<file path="src/design/ppls_pkg.sv">
// shared types and constants for the phong point-light shader
// no dependencies; every other design file imports this package
package ppls_pkg;

  localparam int unsigned LANE_W    = 16;
  localparam int unsigned VEC_W     = 3 * LANE_W;
  localparam int unsigned COEF_W    = 16;
  localparam int unsigned SHIN_W    = 8;
  localparam int unsigned FRAC_W    = 16;
  localparam int unsigned D_W       = LANE_W + 1;
  localparam int unsigned SQ_W      = 32;
  localparam int unsigned LEN2_W    = SQ_W + 2;
  localparam int unsigned SQ_IN_W   = LEN2_W + 16;
  localparam int unsigned LEN_W     = SQ_IN_W / 2;
  localparam int unsigned Q_W       = 15;
  localparam int unsigned NUM_W     = 39;
  localparam int unsigned E_W       = 20;
  localparam int unsigned ST_W      = 16;
  localparam int unsigned PROD_W    = 2 * LANE_W;
  localparam int unsigned LDN_W     = PROD_W + 1;
  localparam int unsigned LDN16_W   = 21;
  localparam int unsigned M_W       = LDN_W + LANE_W + 1;
  localparam int unsigned R_W       = 34;
  localparam int unsigned RE_W      = R_W + LANE_W;
  localparam int unsigned RDE_W     = RE_W + 2;
  localparam int unsigned F_W       = 17;
  localparam int unsigned DT_W      = 25;
  localparam int unsigned DFR_W     = 26;
  localparam int unsigned SF_W      = 17;
  localparam int unsigned SFR_W     = 18;
  localparam int unsigned SUM_W     = 28;
  localparam int unsigned OUT_W     = 16;
  localparam int unsigned ADDR_W    = 4;
  localparam int unsigned DATA_W    = 64;
  localparam int unsigned POW_STAGES = (1 << SHIN_W) - 1;

  localparam logic [LDN16_W-1:0] LDN16_CAP = LDN16_W'(1048576);
  localparam logic [F_W-1:0]     ONE_Q16   = F_W'(65536);

  typedef enum logic [0:0] {
    REG_LIGHT_POS   = 1'b0,
    REG_LIGHT_COLOR = 1'b1
  } reg_idx_e;

  // per-item data that rides along the whole pipe
  typedef struct packed {
    logic [VEC_W-1:0]          nv;
    logic [VEC_W-1:0]          ev;
    logic [2:0][E_W-1:0]       amb_t;
    logic [2:0][E_W-1:0]       de;
    logic [2:0][ST_W-1:0]      st;
    logic [FRAC_W-1:0]         frac;
    logic [SHIN_W-1:0]         shin;
  } shade_t;

  typedef struct packed {
    logic [2:0][LANE_W-1:0] mag;
    logic [2:0]             dneg;
    shade_t                 sh;
  } sq_side_t;

  typedef struct packed {
    logic [2:0]  dneg;
    logic        len_zero;
    shade_t      sh;
  } dv_side_t;

  typedef struct packed {
    logic                lit;
    logic [LDN16_W-1:0]  ldn16;
    shade_t              sh;
  } pw_side_t;

endpackage

</file>
<file path="src/design/ppls_isqrt.sv">
// pipelined integer square root, one root bit per stage
// depends on ppls_pkg
module ppls_isqrt import ppls_pkg::*; #(
  parameter int unsigned SIDE_W = 1
) (
  input  logic               clk_i,
  input  logic               rst_ni,
  input  logic               en_i,
  input  logic               valid_i,
  input  logic [SQ_IN_W-1:0] x_i,
  input  logic [SIDE_W-1:0]  side_i,
  output logic               valid_o,
  output logic [LEN_W-1:0]   root_o,
  output logic [SIDE_W-1:0]  side_o
);
  localparam int unsigned RW = SQ_IN_W + 2;

  logic              v_q    [LEN_W];
  logic [RW-1:0]     rem_q  [LEN_W];
  logic [LEN_W-1:0]  root_q [LEN_W];
  logic [SIDE_W-1:0] side_q [LEN_W];

  for (genvar s = 0; s < LEN_W; s++) begin : g_stage
    localparam int unsigned B = LEN_W - 1 - s;
    logic              v_in;
    logic [RW-1:0]     rem_in;
    logic [RW-1:0]     trial;
    logic [LEN_W-1:0]  root_in;
    logic [SIDE_W-1:0] side_in;

    if (s == 0) begin : g_first
      assign v_in    = valid_i;
      assign rem_in  = RW'(x_i);
      assign root_in = '0;
      assign side_in = side_i;
    end else begin : g_next
      assign v_in    = v_q[s-1];
      assign rem_in  = rem_q[s-1];
      assign root_in = root_q[s-1];
      assign side_in = side_q[s-1];
    end

    // (r + 2^b)^2 - r^2
    assign trial = (RW'(root_in) << (B + 1)) + (RW'(1) << (2 * B));

    always_ff @(posedge clk_i or negedge rst_ni) begin
      if (!rst_ni) begin
        v_q[s] <= 1'b0;
      end else if (en_i) begin
        v_q[s] <= v_in;
      end
    end

    always_ff @(posedge clk_i) begin
      if (en_i) begin
        side_q[s] <= side_in;
        if (rem_in >= trial) begin
          rem_q[s]  <= rem_in - trial;
          root_q[s] <= root_in | (LEN_W'(1) << B);
        end else begin
          rem_q[s]  <= rem_in;
          root_q[s] <= root_in;
        end
      end
    end
  end

  assign valid_o = v_q[LEN_W-1];
  assign root_o  = root_q[LEN_W-1];
  assign side_o  = side_q[LEN_W-1];
endmodule

</file>
<file path="config.mk">
export PLATFORM = sky130hd
export DESIGN_NAME = ppls_isqrt
export DESIGN_NICKNAME = d
export VERILOG_FILES = /design/src/design/ppls_pkg.sv /design/src/design/ppls_isqrt.sv
export SDC_FILE = /design/constraint.sdc
export NUM_CORES = 2
export LEC_CHECK = 0
export BUFFER_PORTS_ARGS = -buffer_cell sky130_fd_sc_hd__buf_2
export CAP_MARGIN = 0
export CORE_ASPECT_RATIO = 0.6
export CORE_UTILIZATION = 55
export DETAILED_ROUTE_END_ITERATION = 6
export HOLD_SLACK_MARGIN = 0.05
export PLACE_DENSITY_LB_ADDON = 0.12
export SLEW_MARGIN = 40
export SYNTH_ARGS = -nofsm -noshare
export SYNTH_HDL_FRONTEND = slang
export SYNTH_SLANG_ARGS = --single-unit
</file>
<file path="constraint.sdc">
create_clock -name clk_i -period 3.4 [get_ports clk_i]
set_input_delay 0.68 -clock clk_i [delete_from_list [all_inputs] [get_ports clk_i]]
set_output_delay 0.68 -clock clk_i [all_outputs]
set_load 0.01 [all_outputs]
</file>
; ---- After elaboration in Yosys (flattened, before gate mapping)
; Memories as Yosys holds them, arrays and structs flattened.
; Index checks and enable logic that the tools add are counted.
[classes]
multipliers = 0
add_sub_neg = 49
n_div = 0
n_lt_le_gt_ge = 25
eq_ne = 0
reduce_logical = 0
shifts = 0
bitwise = 50
n_mux = 202
[op_table]
columns = op, n
row1 = $mux 52, 25
row2 = $mux 25, 25
row3 = $mux 1, 152
row4 = $ge 52x27->1, 1
row5 = $ge 52x28->1, 1
row6 = $ge 52x29->1, 1
row7 = $ge 52x30->1, 1
row8 = $ge 52x31->1, 1
row9 = $ge 52x32->1, 1
row10 = $ge 52x33->1, 1
row11 = $ge 52x34->1, 1
row12 = $ge 52x35->1, 1
row13 = $ge 52x36->1, 1
row14 = $ge 52x37->1, 1
row15 = $ge 52x38->1, 1
row16 = $ge 52x39->1, 1
row17 = $ge 52x40->1, 1
row18 = $ge 52x41->1, 1
row19 = $ge 52x42->1, 1
row20 = $ge 52x43->1, 1
row21 = $ge 52x44->1, 1
row22 = $ge 52x45->1, 1
row23 = $ge 52x46->1, 1
row24 = $ge 52x47->1, 1
row25 = 54 further kinds, 103
[totals]
output_inout_bits = 27
latch_bits = 0
input_bits = 55
regBits = 25
mem_count = 3
word_cells = 354
rom_bits = 0
mem_bits_rw = 1950
[mem_list]
columns = memory, depth, word_bits, rd, rd_ports_with_merged_regs, wr, line_no
row1 = rem_q, 25, 52, 24, 0, 25, ppls_isqrt.sv:19  ; logic [RW-1:0] rem_q [LEN_W];
row2 = root_q, 25, 25, 25, 0, 25, ppls_isqrt.sv:20  ; logic [LEN_W-1:0] root_q [LEN_W];
row3 = side_q, 25, 1, 25, 0, 25, ppls_isqrt.sv:21  ; logic [SIDE_W-1:0] side_q [LEN_W];

; ---- Depth between registers and ports, before layout
; An unclocked memory read counts as a cell.
[logic_depth]
ltp_word = 7
mapped_depth = 15
mapped_depth_nobuf = 12

; ---- Worst setup path after synthesis
; No wires, ideal clock.
[synth_path]
path_type = input -> register
startpoint = in en_i
endpoint = mem rem_q[5][100] (netlist name) (enable)
required_ns = 2.942
setup_time_ns = 0.458
path_slack_ns = -0.810
n_path_buf = 5
t_arrival_ns = 3.752
cell_stages = 5
cell_sequence = clkbuf_1 clkbuf_1 clkbuf_1 clkbuf_1 clkbuf_1
[synth_lines]
columns = element, line_no
row1 = start: declaration, ppls_isqrt.sv:8  ; input logic en_i,
row2 = end: declaration, ppls_isqrt.sv:19

==> impl_results.md <==
* Status: finished, violations left
* Failing checks: setup timing
* Peak VDD IR at 0.535 mV
* Setup CP Type: reg2reg
* Type of the most critical hold path: in2reg
* Cell Pwr Density at 616 nW/um^2
* Synthesis-stage register bit count at 1,622
* Worst-path clk slew at 0.07 ns
* P_int at 39,900 uW
* FFs w/ async S/R, synth at under 10%
* Max Cap Viol at 0
* CORE AREA at between 100,000 and 150,000 um^2
* Initial Util at 55.8%
* Remaining DRCs at 0
* RePlAce Congestion at 0.985
* Synth Cell Area at 76,800 um^2
* Die area at ~140,000 um^2
* Crit share post-route at 101%
* Critical path capture point type: register
* Average size of a mapped cell at about 13 um^2
* Reg power frac at 47.8%
* Worst R2R Setup Slack at -0.02 ns
* Worst Path Required at 3.93 ns
* H-Tree Depth at 4
* Reg-to-reg startpoint: rem_q[4][116]
* Dpl cell area at 83,700 um^2
* Drt pass-1 iters at 6
* Antenna diode count at 0
* CP most frequent cell: buf_4
* Commonest non-fill, non-tap cell in the layout: edfxtp_1
* CP max FO at 7
* Worst setup SP type: register
* Setup Viol. Count Final at 3
* Skew final at 0.0224 ns
* Non-Filler Instances at 8,784
* Commonest non-fill, non-tap cells in the layout: 1,597 x edfxtp_1, 587 x buf_4, 484 x nand2_1, 419 x inv_1, 320 x nor2_1
* Reg2reg end: rem_q[4][194]
* RSZ-0062 raised after global routing: yes
* Clock sinks at between 1,500 and 2,000
* Synth warn at 0
* Max Fclk at 292 MHz
* Layout cells sized above 1 at roughly 18%
* CTS Root Cell: clkbuf_16
* CTS tree: done
* Die H at 291 um
* Routed length per placed instance at 23.5 um
* Worst-case reg-to-reg path depth at 15
* Arrival @ worst endpoint at 3.96 ns
* Placed insts at 8,391
* First-pass GRT wire length at roughly 300,000 um
* Vias at 52,700
* Net Sw Frac at 29.1%
* Die Wd at just under 500 um
* Top FF cell, synth: edfxtp_1
* Vias in the first global route at 48,200
* Switch Pwr at 16,300 uW
* Crit path to: rem_q[4][194]
* Comb pwr share at 21.3%
* Slew margin rel. at roughly two fifths
* Area delta synth->final at 18.8%
* Clk pwr share at a little under a third
* I/O Buffers at 81
* Detailed placement HPWL at 154,000 um
* Final ANT Viol Nets at 0
* Post-synth EDFFs at about 1,600
* First DRT Iteration DRCs at about 7,000
* IO Pins at 82
* Largest net degree at the start of global routing at 162
* Max Slew Vio Count at 0
* Final WS setup at -0.0234 ns
* Initial antenna violation count at 8
* Clock Tree Buf Depth at 3
* Net Count, Synth at 6,449
* CP max-delay cell: a311oi_1
* GRT Util Overall at 29.0%
* P_leak at 0.0349 uW
* Final Hold Vio Count at 0
* Vias/cell at between 5 and 6
* Design Power at 56,200 uW
* Clock latency on the worst-skew pair at 0.80 ns
* Num CTS Buffers at ~150
* Total grt overflow at 0
* Worst-margin pin slew at 0.905 ns
* Setup tns final at -0.0380 ns
* Final WL at roughly 210,000 um
* Crit path from: rem_q[4][116]
* Crit-path max cell delay at 0.46 ns
* Row count at around 110
* Post-synthesis sequential area ratio at 63.3%
* Final design area excluding fillers at between 90,000 and 100,000 um^2
* Post-synth cell types at 94
* Mapped Cells at 6,046
* Final nets at 7,242
* Fin crit period at 3.42 ns
* CP Cell Sequence: ha_4 -> buf_6 -> buf_4 -> nand2b_1 -> a21o_1 -> o211ai_1 -> o211a_1 -> nand2_1 -> a311oi_1 -> buf_4 -> a31oi_4 -> buf_6 -> buf_4 -> buf_4 -> xor2_1
==> state kept, by name (all words and copies together) (netlist names) <==
register      count
side_q           25
rem_q          1247
root_q          325
g_stage.v_in     24
valid_o           1
==> kinds of logic (layout without fill, tap and decap cells) <==
| kind of cell | count (synthesis) | in the layout | share of synthesized area (%) |
|---|---|---|---|
| AND/OR/NAND/NOR | 1830 | 1830 | 12.3 |
| flip-flops | 1622 | 1622 | 63.3 |
| AO/OA/AOI/OAI | 1051 | 1051 | 8.45 |
| XOR/XNOR | 565 | 565 | 6.44 |
| buffers and inverters | 552 | 1471 | 2.74 |
| adder cells (fa/ha/maj) | 348 | 348 | 5.67 |
| multiplexers | 78 | 78 | 1.12 |
==> critical path: cells and delay by family (launching register included) <==
kind / cells / cell delay, ns
AOI/OAI and AO/OA: 5 / 1.25
buffers and inverters: 6 / 0.82
DFF: 1 / 0.42
adders and majority gates: 1 / 0.31
and+or+nand+nor: 2 / 0.22
xor gates and xnor gates: 1 / 0.13
==> worst min-delay path by stage <==
stage,depth (start not counted),slack (ns),endpoint,from
floorplan,0,0.38,g_stage[10].v_in,rst_ni
CTS,2,0.06,g_stage[1].v_in,valid_i
detailed placement,0,0.40,side_q[0][5],side_q[0][4]
finish,2,0.12,g_stage[1].v_in,valid_i
global placement,0,0.40,side_q[0][1],side_q[0][0]
global route,2,0.11,g_stage[1].v_in,valid_i
==> power groups by stage <==
stage          Sequential [uW]  Combinational (uW)  Clock, uW
5_1_grt                  27100               13000      18400
6_report                 26900               12000      17400
3_5_place_dp             27100               10900          0
3_3_place_gp             27100               10800          0
2_1_floorplan            26400                6900          0
4_1_cts                  26800               11200      17600
==> stage by stage <==
stage,setup slack [ns],hold WS (ns),util [%]
global route,-0.135,0.108,66.3
floorplan,-0.566,0.384,-
detailed placement,-0.610,0.405,60.8
global placement,-1.04,0.401,60.8
CTS,-0.00363,0.0562,65.2
finish,-0.0234,0.119,66.3
==> synth_stat cells (all sizes together) (7+ instances only) <==
library cell / count / area share [%]
or3: 70 / 0.58
or4: 44 / 0.43
buf: 27 / 0.17
or2: 24 / 0.20
a211oi: 30 / 0.31
a2111oi: 12 / 0.14
ha: 348 / 5.7
a211o: 10 / 0.11
o211ai: 23 / 0.22
a41oi: 10 / 0.11
nor4b: 35 / 0.43
nand4: 81 / 0.66
o21ai: 341 / 2.2
a21oi: 288 / 1.9
a21boi: 11 / 0.11
o21a: 64 / 0.63
nor3b: 12 / 0.12
o31a: 12 / 0.14
and3: 28 / 0.23
nand2b: 81 / 0.66
nor2: 328 / 1.6
inv: 424 / 2.1
xnor2: 253 / 2.9
o21bai: 31 / 0.30
mux2i: 13 / 0.17
dfrtp: 25 / 0.81
and2: 20 / 0.16
nor4: 207 / 1.7
nor3: 191 / 1.3
xor2: 312 / 3.6
mux2: 65 / 0.95
o22ai: 7 / 0.057
o31ai: 28 / 0.27
or4b: 7 / 0.091
nand2: 489 / 2.4
a31oi: 22 / 0.18
and4: 16 / 0.18
nand4b: 17 / 0.19
edfxtp: 1597 / 62
nand3: 90 / 0.59
clkbuf: 101 / 0.49
a21o: 93 / 0.91
nor2b: 51 / 0.42
nand3b: 22 / 0.22
==> metal layers <==
metal,share of wire [%],vias up,wire (um),global-route usage (%)
li1,-,24200,-,-
met1,51,25600,106000,51.1
met2,33,2653,67600,30.6
met3,15,166,31500,12.0
met4,0.99,2,2040,4.91
met5,0.068,-,141,0.708
==> layout make-up <==
cell class | count | area, um^2
inverters | 424 | 1590
well taps | 1819 | 2280
clock buffers | 189 | 4110
repair buffers | 766 | 6160
fillers | 10000 | 46300
flip-flops and latches | 1622 | 48600
clock inverters | 92 | 915
multi-input cells | 3872 | 27600
==> what timing repair did <==
| item | in CTS | in global routing |
|---|---|---|
| gates cloned | 0 | 2 |
| hold endpoints to repair | 74 | 0 |
| pin swaps | 16 | 79 |
| resized for setup | 83 | 214 |
| setup buffers | 6 | 59 |
| hold buffers | 50 | 0 |
| setup endpoints to repair | 226 | 315 |
(Power assumes the default switching activity.)
